## config.mk

```make
export PLATFORM = sky130hd
export DESIGN_NAME = radio_preset_station_manager_unit_flat
export DESIGN_NICKNAME = d
export VERILOG_FILES = /design/src/sv/rpsm_pkg.sv /design/src/sv/rpsm_req_if.sv /design/src/sv/rpsm_rsp_if.sv /design/src/sv/radio_preset_station_manager_unit.sv /design/src/sv/rpsm_table.sv /design/src/flat_wrapper.sv
export SDC_FILE = /design/constraint.sdc
export NUM_CORES = 1
export LEC_CHECK = 0
export ABC_AREA = 1
export BUFFER_PORTS_ARGS = -buffer_cell sky130_fd_sc_hd__buf_2
export CORE_ASPECT_RATIO = 0.7
export CORE_MARGIN = 10
export CORE_UTILIZATION = 49
export DETAILED_ROUTE_END_ITERATION = 10
export PLACE_DENSITY = 0.69
export SETUP_SLACK_MARGIN = 0.3
export SKIP_LAST_GASP = 1
export SYNTH_ARGS = -nofsm -noshare
export SYNTH_HDL_FRONTEND = slang
export SYNTH_HIERARCHICAL = 1
export SYNTH_SLANG_ARGS = --single-unit
```

## constraint.sdc

```tcl
create_clock -name clk -period 4.4 [get_ports clk]
set_clock_uncertainty 0.15 [all_clocks]
set_input_delay 0.88 -clock clk [delete_from_list [all_inputs] [get_ports clk]]
set_output_delay 0.88 -clock clk [all_outputs]
set_load 0.01 [all_outputs]
```

## src/sv/rpsm_pkg.sv

```systemverilog
package rpsm_pkg;

    // table geometry
    localparam int DEPTH    = 32;
    localparam int IDX_W    = $clog2(DEPTH);
    localparam int CNT_W    = $clog2(DEPTH + 2);
    localparam int FREQ_W   = 16;
    localparam int OP_W     = 4;
    localparam int OUT_CNT_W = 6;

    // configuration port
    localparam int CFG_IDX_W  = 3;
    localparam int CFG_DATA_W = 16;
    localparam logic [CFG_IDX_W-1:0] CFG_BAND_MODE = 3'd0;
    localparam logic [CFG_IDX_W-1:0] CFG_US_BOTTOM = 3'd1;
    localparam logic [CFG_IDX_W-1:0] CFG_US_TOP    = 3'd2;
    localparam logic [CFG_IDX_W-1:0] CFG_JP_BOTTOM = 3'd3;
    localparam logic [CFG_IDX_W-1:0] CFG_JP_TOP    = 3'd4;

    // band modes
    localparam logic [1:0] BAND_US = 2'd0;
    localparam logic [1:0] BAND_JP = 2'd1;

    // operation codes
    typedef enum logic [OP_W-1:0] {
        OP_NEXT    = 4'd0,
        OP_PREV    = 4'd1,
        OP_CUR     = 4'd2,
        OP_UP      = 4'd3,
        OP_DOWN    = 4'd4,
        OP_SAVE    = 4'd5,
        OP_DEL_ONE = 4'd6,
        OP_DEL_ALL = 4'd7,
        OP_SET     = 4'd8
    } op_t;

    // table access from the sequencer
    typedef struct packed {
        logic              wr_en;
        logic              clr;
        logic [IDX_W-1:0]  wr_idx;
        logic [FREQ_W-1:0] wr_data;
        logic [IDX_W-1:0]  rd_idx;
    } tbl_ctrl_t;

endpackage

```

## src/sv/rpsm_req_if.sv

```systemverilog
interface rpsm_req_if;
    logic                        valid;
    logic                        ready;
    logic [rpsm_pkg::OP_W-1:0]   op;
    logic [rpsm_pkg::FREQ_W-1:0] new_freq;

    modport source (output valid, output op, output new_freq, input ready);
    modport sink   (input valid, input op, input new_freq, output ready);
endinterface

```

## src/sv/rpsm_rsp_if.sv

```systemverilog
interface rpsm_rsp_if;
    logic                           valid;
    logic                           ready;
    logic                           ok;
    logic                           tune;
    logic [rpsm_pkg::FREQ_W-1:0]    freq;
    logic [rpsm_pkg::OUT_CNT_W-1:0] preset;
    logic [rpsm_pkg::OUT_CNT_W-1:0] preset_count;

    modport source (output valid, output ok, output tune, output freq,
                    output preset, output preset_count, input ready);
    modport sink   (input valid, input ok, input tune, input freq,
                    input preset, input preset_count, output ready);
endinterface

```

## src/sv/radio_preset_station_manager_unit.sv

```systemverilog
// channel   dir  payload                                   beat when
// req       in   op, new_freq                              valid && ready
// rsp       out  ok, tune, freq, preset, preset_count      valid && ready
// cfg       in   cfg_index, cfg_data                       cfg_we
//
// grid, set, delete all and refused ops go from accept straight to the done step.
// next/previous/current scan the table one entry a cycle.
// save compares one stored entry a cycle.
// delete one moves one entry a cycle down from the selected preset, then clears the last used entry.
// the single table read port and the scan compare set these rates.
// reset clears the table flops at once; a result waiting on rsp holds the next item in done.
module radio_preset_station_manager_unit (
    input  logic                            clk,
    input  logic                            rst_n,
    input  logic                            cfg_we,
    input  logic [rpsm_pkg::CFG_IDX_W-1:0]  cfg_index,
    input  logic [rpsm_pkg::CFG_DATA_W-1:0] cfg_data,
    rpsm_req_if.sink                        req,
    rpsm_rsp_if.source                      rsp
);

    localparam int CNT_W  = rpsm_pkg::CNT_W;
    localparam int IDX_W  = rpsm_pkg::IDX_W;
    localparam int FREQ_W = rpsm_pkg::FREQ_W;

    typedef enum logic [2:0] {
        ST_IDLE,
        ST_NAV,
        ST_SAVE,
        ST_DEL,
        ST_DONE
    } state_t;

    state_t state_reg, state_next;

    logic [1:0]        band_reg;
    logic [FREQ_W-1:0] us_bot_reg, us_top_reg, jp_bot_reg, jp_top_reg;

    logic [FREQ_W-1:0] freq_reg, freq_next;
    logic [CNT_W-1:0]  preset_reg, preset_next;
    logic [CNT_W-1:0]  count_reg, count_next;
    logic [CNT_W-1:0]  idx_reg, idx_next;
    logic [CNT_W-1:0]  seen_reg, seen_next;
    logic              prev_reg, prev_next;
    logic              ok_reg, ok_next;
    logic              tune_reg, tune_next;

    logic                          rsp_valid_reg, rsp_valid_next;
    logic                          rsp_ok_reg, rsp_ok_next;
    logic                          rsp_tune_reg, rsp_tune_next;
    logic [FREQ_W-1:0]             rsp_freq_reg, rsp_freq_next;
    logic [rpsm_pkg::OUT_CNT_W-1:0] rsp_preset_reg, rsp_preset_next;
    logic [rpsm_pkg::OUT_CNT_W-1:0] rsp_count_reg, rsp_count_next;

    rpsm_pkg::tbl_ctrl_t tbl;
    logic [FREQ_W-1:0]   rd_data;

    logic [FREQ_W:0]   freq_inc;
    logic [FREQ_W-1:0] freq_dec;
    logic [FREQ_W-1:0] up_freq, down_freq;
    logic [CNT_W-1:0]  nav_target;
    logic [CNT_W-1:0]  seen_cur;
    logic [CNT_W:0]    seen_plus;
    logic [CNT_W-1:0]  seen_cap;
    logic [CNT_W-1:0]  idx_dec;
    logic [CNT_W-1:0]  count_dec;

    rpsm_table u_table (
        .clk     (clk),
        .rst_n   (rst_n),
        .ctrl    (tbl),
        .rd_data (rd_data)
    );

    // configuration registers
    always_ff @(posedge clk or negedge rst_n)
    begin
        if (!rst_n)
        begin
            band_reg   <= rpsm_pkg::BAND_US;
            us_bot_reg <= 16'd875;
            us_top_reg <= 16'd1080;
            jp_bot_reg <= 16'd760;
            jp_top_reg <= 16'd900;
        end
        else if (cfg_we)
        begin
            case (cfg_index)
                rpsm_pkg::CFG_BAND_MODE: band_reg   <= cfg_data[1:0];
                rpsm_pkg::CFG_US_BOTTOM: us_bot_reg <= cfg_data;
                rpsm_pkg::CFG_US_TOP:    us_top_reg <= cfg_data;
                rpsm_pkg::CFG_JP_BOTTOM: jp_bot_reg <= cfg_data;
                rpsm_pkg::CFG_JP_TOP:    jp_top_reg <= cfg_data;
                default: ;
            endcase
        end
    end

    // grid step with band wrap
    always_comb
    begin
        freq_inc = {1'b0, freq_reg} + 1'b1;
        freq_dec = freq_reg - 1'b1;
        if (band_reg == rpsm_pkg::BAND_US && freq_inc > {1'b0, us_top_reg})
            up_freq = us_bot_reg;
        else if (band_reg == rpsm_pkg::BAND_JP && freq_inc > {1'b0, jp_top_reg})
            up_freq = jp_bot_reg;
        else
            up_freq = freq_inc[FREQ_W-1:0];
        if (band_reg == rpsm_pkg::BAND_US && (freq_reg == '0 || freq_dec < us_bot_reg))
            down_freq = us_top_reg;
        else if (band_reg == rpsm_pkg::BAND_JP && (freq_reg == '0 || freq_dec < jp_bot_reg))
            down_freq = jp_top_reg;
        else
            down_freq = freq_dec;
    end

    // preset wanted by next, previous and current
    always_comb
    begin
        case (req.op)
            rpsm_pkg::OP_NEXT:
                nav_target = ((preset_reg >= count_reg) ? '0 : preset_reg) + 1'b1;
            rpsm_pkg::OP_PREV:
                nav_target = (preset_reg <= CNT_W'(1)) ? count_reg : preset_reg - 1'b1;
            default:
                nav_target = (preset_reg == '0) ? CNT_W'(1) : preset_reg;
        endcase
    end

    // shared scan arithmetic
    always_comb
    begin
        seen_cur  = (rd_data != '0) ? seen_reg + 1'b1 : seen_reg;
        seen_plus = {1'b0, seen_cur} + 1'b1;
        seen_cap  = (seen_plus > (CNT_W + 1)'(rpsm_pkg::DEPTH))
                    ? CNT_W'(rpsm_pkg::DEPTH) : seen_plus[CNT_W-1:0];
        idx_dec   = idx_reg - 1'b1;
        count_dec = count_reg - 1'b1;
    end

    // sequencer
    always_comb
    begin
        state_next  = state_reg;
        freq_next   = freq_reg;
        preset_next = preset_reg;
        count_next  = count_reg;
        idx_next    = idx_reg;
        seen_next   = seen_reg;
        prev_next   = prev_reg;
        ok_next     = ok_reg;
        tune_next   = tune_reg;

        rsp_valid_next  = rsp.ready ? 1'b0 : rsp_valid_reg;
        rsp_ok_next     = rsp_ok_reg;
        rsp_tune_next   = rsp_tune_reg;
        rsp_freq_next   = rsp_freq_reg;
        rsp_preset_next = rsp_preset_reg;
        rsp_count_next  = rsp_count_reg;

        tbl.wr_en   = 1'b0;
        tbl.clr     = 1'b0;
        tbl.wr_idx  = idx_reg[IDX_W-1:0];
        tbl.wr_data = '0;
        tbl.rd_idx  = idx_reg[IDX_W-1:0];

        req.ready = (state_reg == ST_IDLE);

        case (state_reg)
            ST_IDLE:
            begin
                if (req.valid)
                begin
                    ok_next    = 1'b1;
                    tune_next  = 1'b0;
                    idx_next   = '0;
                    seen_next  = '0;
                    state_next = ST_DONE;
                    case (req.op)
                        rpsm_pkg::OP_NEXT, rpsm_pkg::OP_PREV, rpsm_pkg::OP_CUR:
                        begin
                            if (count_reg == '0)
                            begin
                                ok_next = 1'b0;
                            end
                            else
                            begin
                                tune_next   = 1'b1;
                                preset_next = nav_target;
                                prev_next   = (req.op == rpsm_pkg::OP_PREV);
                                state_next  = ST_NAV;
                            end
                        end
                        rpsm_pkg::OP_UP:
                        begin
                            freq_next = up_freq;
                            tune_next = 1'b1;
                        end
                        rpsm_pkg::OP_DOWN:
                        begin
                            freq_next = down_freq;
                            tune_next = 1'b1;
                        end
                        rpsm_pkg::OP_SAVE:
                        begin
                            if (count_reg >= CNT_W'(rpsm_pkg::DEPTH))
                                ok_next = 1'b0;
                            else
                                state_next = ST_SAVE;
                        end
                        rpsm_pkg::OP_DEL_ONE:
                        begin
                            if (preset_reg == '0)
                            begin
                                ok_next = 1'b0;
                            end
                            else if (count_reg == '0)
                            begin
                                preset_next = '0;
                            end
                            else
                            begin
                                idx_next   = preset_reg;
                                state_next = ST_DEL;
                            end
                        end
                        rpsm_pkg::OP_DEL_ALL:
                        begin
                            tbl.clr     = 1'b1;
                            preset_next = '0;
                            count_next  = '0;
                        end
                        rpsm_pkg::OP_SET:
                        begin
                            freq_next = req.new_freq;
                            tune_next = 1'b1;
                        end
                        default: ;
                    endcase
                end
            end

            // walk the table for the nth non-zero entry
            ST_NAV:
            begin
                if (rd_data != '0 && seen_cur == preset_reg)
                begin
                    freq_next  = rd_data;
                    state_next = ST_DONE;
                end
                else if (idx_reg == CNT_W'(rpsm_pkg::DEPTH - 1))
                begin
                    // entry missing: repair preset and count
                    if (prev_reg)
                    begin
                        preset_next = seen_cap;
                        count_next  = seen_cap;
                    end
                    else
                    begin
                        count_next  = (seen_cur != '0) ? seen_cur - 1'b1 : '0;
                        preset_next = CNT_W'(1);
                    end
                    state_next = ST_DONE;
                end
                else
                begin
                    idx_next  = idx_reg + 1'b1;
                    seen_next = seen_cur;
                end
            end

            // duplicate search, then append
            ST_SAVE:
            begin
                if (idx_reg == count_reg)
                begin
                    tbl.wr_en   = 1'b1;
                    tbl.wr_idx  = count_reg[IDX_W-1:0];
                    tbl.wr_data = freq_reg;
                    count_next  = count_reg + 1'b1;
                    preset_next = count_reg + 1'b1;
                    state_next  = ST_DONE;
                end
                else if (rd_data == freq_reg)
                begin
                    preset_next = idx_reg + 1'b1;
                    state_next  = ST_DONE;
                end
                else
                begin
                    idx_next = idx_reg + 1'b1;
                end
            end

            // compaction, one entry a cycle, then clear the last used one
            ST_DEL:
            begin
                tbl.wr_en = 1'b1;
                if (idx_reg < count_reg)
                begin
                    tbl.wr_idx  = idx_dec[IDX_W-1:0];
                    tbl.wr_data = rd_data;
                    idx_next    = idx_reg + 1'b1;
                end
                else
                begin
                    tbl.wr_idx  = count_dec[IDX_W-1:0];
                    tbl.wr_data = '0;
                    count_next  = count_dec;
                    preset_next = '0;
                    state_next  = ST_DONE;
                end
            end

            // hand the result to the output register
            ST_DONE:
            begin
                if (!rsp_valid_reg || rsp.ready)
                begin
                    rsp_valid_next  = 1'b1;
                    rsp_ok_next     = ok_reg;
                    rsp_tune_next   = tune_reg;
                    rsp_freq_next   = freq_reg;
                    rsp_preset_next = rpsm_pkg::OUT_CNT_W'(preset_reg);
                    rsp_count_next  = rpsm_pkg::OUT_CNT_W'(count_reg);
                    state_next      = ST_IDLE;
                end
            end

            default:
            begin
                state_next = ST_IDLE;
            end
        endcase
    end

    // state and registered outputs
    always_ff @(posedge clk or negedge rst_n)
    begin
        if (!rst_n)
        begin
            state_reg     <= ST_IDLE;
            freq_reg      <= '0;
            preset_reg    <= '0;
            count_reg     <= '0;
            rsp_valid_reg <= 1'b0;
        end
        else
        begin
            state_reg     <= state_next;
            freq_reg      <= freq_next;
            preset_reg    <= preset_next;
            count_reg     <= count_next;
            rsp_valid_reg <= rsp_valid_next;
        end
    end

    // working and payload registers
    always_ff @(posedge clk)
    begin
        idx_reg        <= idx_next;
        seen_reg       <= seen_next;
        prev_reg       <= prev_next;
        ok_reg         <= ok_next;
        tune_reg       <= tune_next;
        rsp_ok_reg     <= rsp_ok_next;
        rsp_tune_reg   <= rsp_tune_next;
        rsp_freq_reg   <= rsp_freq_next;
        rsp_preset_reg <= rsp_preset_next;
        rsp_count_reg  <= rsp_count_next;
    end

    assign rsp.valid        = rsp_valid_reg;
    assign rsp.ok           = rsp_ok_reg;
    assign rsp.tune         = rsp_tune_reg;
    assign rsp.freq         = rsp_freq_reg;
    assign rsp.preset       = rsp_preset_reg;
    assign rsp.preset_count = rsp_count_reg;

    // checks
    a_count_range: assert property (@(posedge clk) disable iff (!rst_n)
        count_reg <= CNT_W'(rpsm_pkg::DEPTH))
        else $error("preset count beyond table depth");

    a_preset_range: assert property (@(posedge clk) disable iff (!rst_n)
        preset_reg <= CNT_W'(rpsm_pkg::DEPTH))
        else $error("preset number beyond table depth");

    a_busy_after_accept: assert property (@(posedge clk) disable iff (!rst_n)
        (req.valid && req.ready) |=> (state_reg != ST_IDLE))
        else $error("sequencer idle right after an accepted beat");

    a_delete_all: assert property (@(posedge clk) disable iff (!rst_n)
        (req.valid && req.ready && req.op == rpsm_pkg::OP_DEL_ALL)
        |=> (count_reg == '0 && preset_reg == '0))
        else $error("delete all left presets behind");

    a_result_from_done: assert property (@(posedge clk) disable iff (!rst_n)
        $rose(rsp_valid_reg) |-> $past(state_reg == ST_DONE))
        else $error("result raised outside the done step");

endmodule

```

## src/sv/rpsm_table.sv

```systemverilog
module rpsm_table (
    input  logic                        clk,
    input  logic                        rst_n,
    input  rpsm_pkg::tbl_ctrl_t         ctrl,
    output logic [rpsm_pkg::FREQ_W-1:0] rd_data
);

    logic [rpsm_pkg::FREQ_W-1:0] entry_reg [rpsm_pkg::DEPTH];

    // one read port at the scan index
    assign rd_data = entry_reg[ctrl.rd_idx];

    // preset storage, cleared at reset and by delete all
    always_ff @(posedge clk or negedge rst_n)
    begin
        if (!rst_n)
        begin
            for (int i = 0; i < rpsm_pkg::DEPTH; i++)
            begin
                entry_reg[i] <= '0;
            end
        end
        else if (ctrl.clr)
        begin
            for (int i = 0; i < rpsm_pkg::DEPTH; i++)
            begin
                entry_reg[i] <= '0;
            end
        end
        else if (ctrl.wr_en)
        begin
            entry_reg[ctrl.wr_idx] <= ctrl.wr_data;
        end
    end

endmodule

```

## src/flat_wrapper.sv

```systemverilog
// flat-port wrapper written by rule: the top's interface ports become plain ports
module radio_preset_station_manager_unit_flat 
  (clk, rst_n, cfg_we, cfg_index, cfg_data, req_valid, req_op, req_new_freq, req_ready, rsp_valid, rsp_ok, rsp_tune, rsp_freq, rsp_preset, rsp_preset_count, rsp_ready);
  rpsm_req_if req_i ();
  rpsm_rsp_if rsp_i ();
  input  logic clk;
  input  logic rst_n;
  input  logic cfg_we;
  input  logic [rpsm_pkg::CFG_IDX_W-1:0] cfg_index;
  input  logic [rpsm_pkg::CFG_DATA_W-1:0] cfg_data;
  input wire logic [$bits(req_i.valid)-1:0] req_valid;
  input wire logic [$bits(req_i.op)-1:0] req_op;
  input wire logic [$bits(req_i.new_freq)-1:0] req_new_freq;
  output wire logic [$bits(req_i.ready)-1:0] req_ready;
  output wire logic [$bits(rsp_i.valid)-1:0] rsp_valid;
  output wire logic [$bits(rsp_i.ok)-1:0] rsp_ok;
  output wire logic [$bits(rsp_i.tune)-1:0] rsp_tune;
  output wire logic [$bits(rsp_i.freq)-1:0] rsp_freq;
  output wire logic [$bits(rsp_i.preset)-1:0] rsp_preset;
  output wire logic [$bits(rsp_i.preset_count)-1:0] rsp_preset_count;
  input wire logic [$bits(rsp_i.ready)-1:0] rsp_ready;
  assign req_i.valid = req_valid;
  assign req_i.op = req_op;
  assign req_i.new_freq = req_new_freq;
  assign req_ready = req_i.ready;
  assign rsp_valid = rsp_i.valid;
  assign rsp_ok = rsp_i.ok;
  assign rsp_tune = rsp_i.tune;
  assign rsp_freq = rsp_i.freq;
  assign rsp_preset = rsp_i.preset;
  assign rsp_preset_count = rsp_i.preset_count;
  assign rsp_i.ready = rsp_ready;
  radio_preset_station_manager_unit u_core (.clk(clk), .rst_n(rst_n), .cfg_we(cfg_we), .cfg_index(cfg_index), .cfg_data(cfg_data), .req(req_i), .rsp(rsp_i));
endmodule
```

* Word-level counts from Yosys, hierarchy flattened *
Index checks and enable logic that the tools add are counted.
W data, S select, Z words.

word-level totals
  bits in registers = 655
  input port bits = 44
  logic and storage cells = 241

operators by class
  add/sub/neg operators = 11
  $lt $le $gt $ge = 12
  equality and inequality tests = 40
  mux-type cells = 85
  bitwise gates (word level) = 3
  reductions and logical operators = 38

operators with widths
  operator                 number
  $mux W512                2
  $bwmux W512              1
  $mux W6                  34
  $mux W16                 9
  $bmux W16 S5             1
  $demux W16 S5            1
  $pmux W6 S4              3
  $pmux W16 S3             1
  $mux W21                 2
  $pmux W21 S2             1
  $gt A17 B16 Y1           2
  $mux W3                  11
  $lt A16 B16 Y1           2
  $pmux W16 S2             1
  $add A6 B1 Y6 const B    4
  $pmux W6 S2              2
  $ge A6 B6 Y1 const B     3
  $pmux W6 S3              1
  $sub A6 B1 Y6 const B    3
  $add A16 B1 Y17 const B  1
  $eq A16 B16 Y1           1
  $eq A4 B3 Y1 const B     4
  $logic_not A16 Y1        1
  $reduce_bool A16 Y1      1
  other kinds (46)         97

* Longest topological paths before layout *
  depth in word-level cells = 14
  gate-level depth with buffers = 30
  gate-level depth less buffers = 27

* By module *
Netlist, hierarchy kept.

by module, submodules not included
  module                             instances  cells an instance  area an instance (µm²)  seq. area each (µm²)
  rpsm_table                         1          3050               24360.9                 12812.3
  radio_preset_station_manager_unit  1          1686               11803.8                 3829.9

* Worst setup path after synthesis *
OpenSTA, ideal clock, no wires.

  path kind = reg-to-reg
  start = reg u_core.idx_reg[1]
  end = reg u_core.preset_reg[1]
  arrival = 3189 ps
  path slack = 944 ps
  stages on the path, launching flop included = 28
  buffers on the path = 2
  cell sequence = edfxtp_1 > inv_1 > buf_2 > buf_1 > nand3_1 > nand3_1 > nand2_1 > nand2_1 > nand2_1 > nand2_1 > nand2_1 > nor2_1 > nand2_1 > nor2_4 > nand2_4 > nand2_2 > nand2_2 > inv_1 > ha_1 > nand3_1 > o21ai_0 > nand2_1 > nand3_1 > nand2_1 > nand4_1 > nand2_1 > nand2_1 > nand2_1

on the way
  longest elaborated chain between the ends = 13
  elaborated cells between the ends (all ways) = 27

ends and longest elaborated chain
  what                                            RTL line                                  source
  start: declaration                              radio_preset_station_manager_unit.sv:42   logic [CNT_W-1:0] idx_reg, idx_next;
  start signal: assignment                        radio_preset_station_manager_unit.sv:363  idx_reg <= idx_next;
  $not A5 Y6 (implied by the code) *              rpsm_table.sv:11                          assign rd_data = entry_reg[ctrl.rd_idx];
  $bmux W16 S5 *                                  rpsm_table.sv:11
  $mux W16 (implied by the code) * (2 in series)  rpsm_table.sv:11
  via u_core.rd_data[7]                           radio_preset_station_manager_unit.sv:56   logic [FREQ_W-1:0] rd_data;
  $reduce_bool A16 Y1 *                           radio_preset_station_manager_unit.sv:134  seen_cur = (rd_data != '0) ? seen_reg + 1'b1 : seen_reg;
  $mux W6 *                                       radio_preset_station_manager_unit.sv:134
  via u_core.seen_cur[0]                          radio_preset_station_manager_unit.sv:62   logic [CNT_W-1:0] seen_cur;
  $add A6 B1 Y7                                   radio_preset_station_manager_unit.sv:135  seen_plus = {1'b0, seen_cur} + 1'b1;
  $gt A7 B6 Y1                                    radio_preset_station_manager_unit.sv:136  seen_cap = (seen_plus > (CNT_W + 1)'(rpsm_pkg::DEPTH))
  $mux W6                                         radio_preset_station_manager_unit.sv:137  ? CNT_W'(rpsm_pkg::DEPTH) : seen_plus[CNT_W-1:0];
  $mux W6                                         radio_preset_station_manager_unit.sv:255  if (prev_reg)
  $mux W6                                         radio_preset_station_manager_unit.sv:252  else if (idx_reg == CNT_W'(rpsm_pkg::DEPTH - 1))
  $mux W6                                         radio_preset_station_manager_unit.sv:247  if (rd_data != '0 && seen_cur == preset_reg)
  $pmux W6 S4                                     radio_preset_station_manager_unit.sv:170  case (state_reg)
  end signal: assignment                          radio_preset_station_manager_unit.sv:354  preset_reg <= preset_next;
  end: declaration                                radio_preset_station_manager_unit.sv:40   logic [CNT_W-1:0] preset_reg, preset_next;

The timed path passes the listed nets; every way through them passes the cells marked *. The select of a mux whose other input is x is not followed.
A chain may end at the register's enable or synchronous reset.

* Worst setup path after layout *
  start = reg u_core.idx_reg[0]
  end = reg u_core.count_reg[1]

on the way
  longest elaborated chain between the ends = 13
  elaborated cells between the ends (all ways) = 26

ends and longest elaborated chain
  what                                            RTL line                                  source
  $not A5 Y6 (implied by the code) *              rpsm_table.sv:11
  $bmux W16 S5 *                                  rpsm_table.sv:11
  $mux W16 (implied by the code) * (2 in series)  rpsm_table.sv:11
  via u_core.rd_data[7]                           radio_preset_station_manager_unit.sv:56
  $reduce_bool A16 Y1 *                           radio_preset_station_manager_unit.sv:134
  $mux W6 *                                       radio_preset_station_manager_unit.sv:134
  via u_core.seen_cur[0]                          radio_preset_station_manager_unit.sv:62
  $add A6 B1 Y7                                   radio_preset_station_manager_unit.sv:135
  $gt A7 B6 Y1                                    radio_preset_station_manager_unit.sv:136
  $mux W6                                         radio_preset_station_manager_unit.sv:137
  $mux W6                                         radio_preset_station_manager_unit.sv:255
  $mux W6                                         radio_preset_station_manager_unit.sv:252
  $mux W6                                         radio_preset_station_manager_unit.sv:247
  $pmux W6 S4                                     radio_preset_station_manager_unit.sv:170
  end signal: assignment                          radio_preset_station_manager_unit.sv:355  count_reg <= count_next;
  end: declaration                                radio_preset_station_manager_unit.sv:41   logic [CNT_W-1:0] count_reg, count_next;

Marks and branches as above.

==> results.md <==
* M3 GR Usage at 7.95%
* # DRC at 0
* Synth Warn # at 6
* Syn-to-layout area delta at 13.4%
* Max Cap Viol at 0
* Placeable core area at 73200 µm²
* Critical Path AT at 4.49 ns
* CP Launch Type: register
* Initial antenna violation count at 2
* Clock-pin slew on the worst setup and hold paths at 0.06 ns
* Clock sinks at 655
* PortBufs at 75
* Final TNS setup at 0 ns
* Worst path most repeated cell: nand2_1
* FMAX at 247 MHz
* Die Area at 85200 µm²
* Max reg flops at 512
* Routability cong. at 0.945
* Status: completed
* Synthesized area at 36200 µm²
* Critical-path top delay cell: edfxtp_1
* WHS at 0.0975 ns
* TritonRoute pass-1 iters at 6
* Power per cell area at 551 nW/µm²
* Filler Cells Inserted at 6773
* Total congestion overflow at 0
* Rel. slew slack at 20.4%
* Vias in the first global route at 30346
* Antenna cell count at 0
* Ports at 76
* Mux contribution to synthesized area at 0%
* Via density at 5.97
* Final std cells w/o fill at 5742
* Peak VDD IR at 0.395 mV
* Max incr delay on CP at 0.55 ns
* Final Cell Area at 41000 µm²
* Die Wd at 345 µm
* EDFF count, synth at 45
* Synth async-reset ratio at 93.1%
* Final ANT Viol Nets at 0
* First-pass GRT wire length at 185000 µm
* Clk Latency, worst-skew pair at 0.65 ns
* Worst Path Max Fanout at 40
* Post-Syn Instances at 4736
* Seq/Total Area, Yosys at 46.0%
* Finish-stage setup viols at 0
* H-tree levels at 3
* Num CTS Buffers at 68
* Placed insts at 5588
* Aggregate global-route resource usage at 27.5%
* Avg Inst Size Synth at 7.64 µm²
* Combinational family with the most area after synthesis: simple AND/OR/NAND/NOR gates
* Cell Area, Placed at 37800 µm²
* Pins Over Slew Limit at 0
* Synth Register Bits at 655
* Synth Flop Type: dfrtp_1
* Cell variety after synth at 54
* RSZ-0062 raised after global routing: yes
* DP Wirelength at 77700 µm
* Largest net degree at the start of global routing at 148
* Final wirelength at 122000 µm
* Syn Nets at 4868
* Starting Density at 49.4%
* Worst Setup End Kind: register
* P_leak at 18.9 nW
* Final Hold Viols at 0
* Via count at 34267
* Worst Tran Pin Value at 1.19 ns
* Min-delay worst type: primary input to asynchronous set/reset pin
* Setup CP Type: register to register
* Met2 Usage GRT at 36.0%
* Reg area at 16600 µm²
* Net count reported at finish at 4851
* Max Buffers Root-to-Sink at 3
* Gr busiest metal: met1
* Drt wl/cell at 21.3 µm
* CTS tree: done
* Compound-Gate Fraction of Synth Area at 10.2%
* Synth Area in Adders at 3.04%
* Xor and xnor fraction of the mapped netlist area at 1.38%
* Post-layout minimum cycle time at 4.06 ns
* Root buf cell: clkbuf_16
* Die height at 247 µm
* Req. time, crit path at 4.83 ns
* Footprint of the multi-input gates at 17400 µm²
* Met1 Use GR at 43.3%
* Post-synthesis simple-gate area fraction at 32.3%
* Site row count at 83
* Share of post-route cells with drive strength above 1 at 11.9%
* Post-route clock period utilization at 92.2%
* Cell count of the worst reg-to-reg path at 28
* Initial DRC count at 4509
-- area by class of cell --
| type | count | share of cell area, % |
|---|---|---|
| Multi-Input combinational cell | 3470 | 42.4 |
| Inverter | 244 | 2.33 |
| Timing Repair inverter | 3 | 0.0641 |
| Tap cell | 977 | 2.98 |
| Timing Repair Buffer | 277 | 6.30 |
| Sequential cell | 655 | 40.6 |
| Clock inverter | 23 | 0.726 |
| Clock buffer | 93 | 4.55 |
-- cell families after synthesis --
group | count (synthesis)
adder cells (fa/ha/maj) | 88
AO/OA/AOI/OAI | 710
flip-flops | 655
XOR/XNOR | 57
AND/OR/NAND/NOR | 2612
buffers and inverters | 614
-- per-stage QoR --
| step | util [%] | setup slack, ns | power, mW |
|---|---|---|---|
| after global placement | 51.7 | 0.253 | 15.6 |
| after global routing | 56.0 | 0.138 | 23.8 |
| after CTS | 54.7 | 0.304 | 21.5 |
| final | 56.0 | 0.344 | 22.6 |
| after detailed placement | 51.7 | 0.247 | 15.6 |
| after floorplan | - | 0.944 | 12.5 |
-- critical path, delay by kind of cell, from the launching register on --
kind,cells,cell delay (ns)
and+or+nand+nor,24,2.53
adders and majority gates,1,0.20
DFF,1,0.55
buffers and inverters,3,0.51
-- timing repair --
item / 4_1_cts / 5_1_grt
gates resized for setup: 12 / 121
endpoints found under the setup margin: 14 / 183
cloned: 2 / 13
setup buffers: 1 / 22
pin swaps: 1 / 17
hold buffers: 0 / 0
-- worst paths after layout --
| kind | startpoint | slack [ns] | to |
|---|---|---|---|
| setup / recovery | u_core/idx_reg[0] | 0.34 | u_core/count_reg[1] |
| hold / removal | rst_n | 0.1 | u_core/u_table/entry_reg[478] |
| min in group clk | u_core/ok_reg | 0.27 | u_core/rsp.ok |
| hold reg to reg | u_core/ok_reg | 0.27 | u_core/rsp.ok |
| setup reg to reg | u_core/idx_reg[0] | 0.34 | u_core/count_reg[1] |
| max in group asynchronous | rst_n | 2.90 | u_core/u_table/entry_reg[248] |
-- power breakdown --
group | switching [mW] | internal (mW) | total (mW)
Combinational | 6.49 | 3.30 | 9.79
Sequential | 0.462 | 6.52 | 6.98
Clock | 2.56 | 3.24 | 5.80
Total | 9.52 | 13.1 | 22.6
-- cells in the final DEF (no fill, tap or decap), types with 42 or more instances in the layout --
cell type  Yosys  final
o21ai_0      576    575
nor2_1       154    146
nand2_1     1247   1219
o21ai_1       50     51
nand3_1     1075   1042
clkbuf_16      0     76
edfxtp_1      45     45
buf_2        144     74
dfrtp_1      589    587
inv_1        233    229
buf_4          5    145
nand3_2       12     43
nand2_2       14     42
ha_1          88     86
-- synth_stat cells (15+ instances only) --
library cell	number	area (µm²)
nor2_1	154	578
nor2_2	16	100
buf_1	66	248
nand3_1	1075	5380
xor2_1	43	377
o21ai_0	576	2880
nand2_1	1247	4680
dfstp_2	21	552
inv_1	233	875
o21ai_1	50	250
buf_2	144	721
nand3b_1	21	158
nand4_1	25	156
dfrtp_1	589	14700
nor3_1	15	75.1
clkbuf_2	19	95.1
edfxtp_1	45	1350
ha_1	88	1100
a21oi_1	39	195
clkbuf_1	131	492
-- per-layer routing --
metal	part of all wire [%]	vias up
li1	-	15843
met1	46	16457
met3	12	195
met5	0.011	-
met2	40	1770
met4	2.1	2
Note: power is estimated with default switching activity, not from simulation.
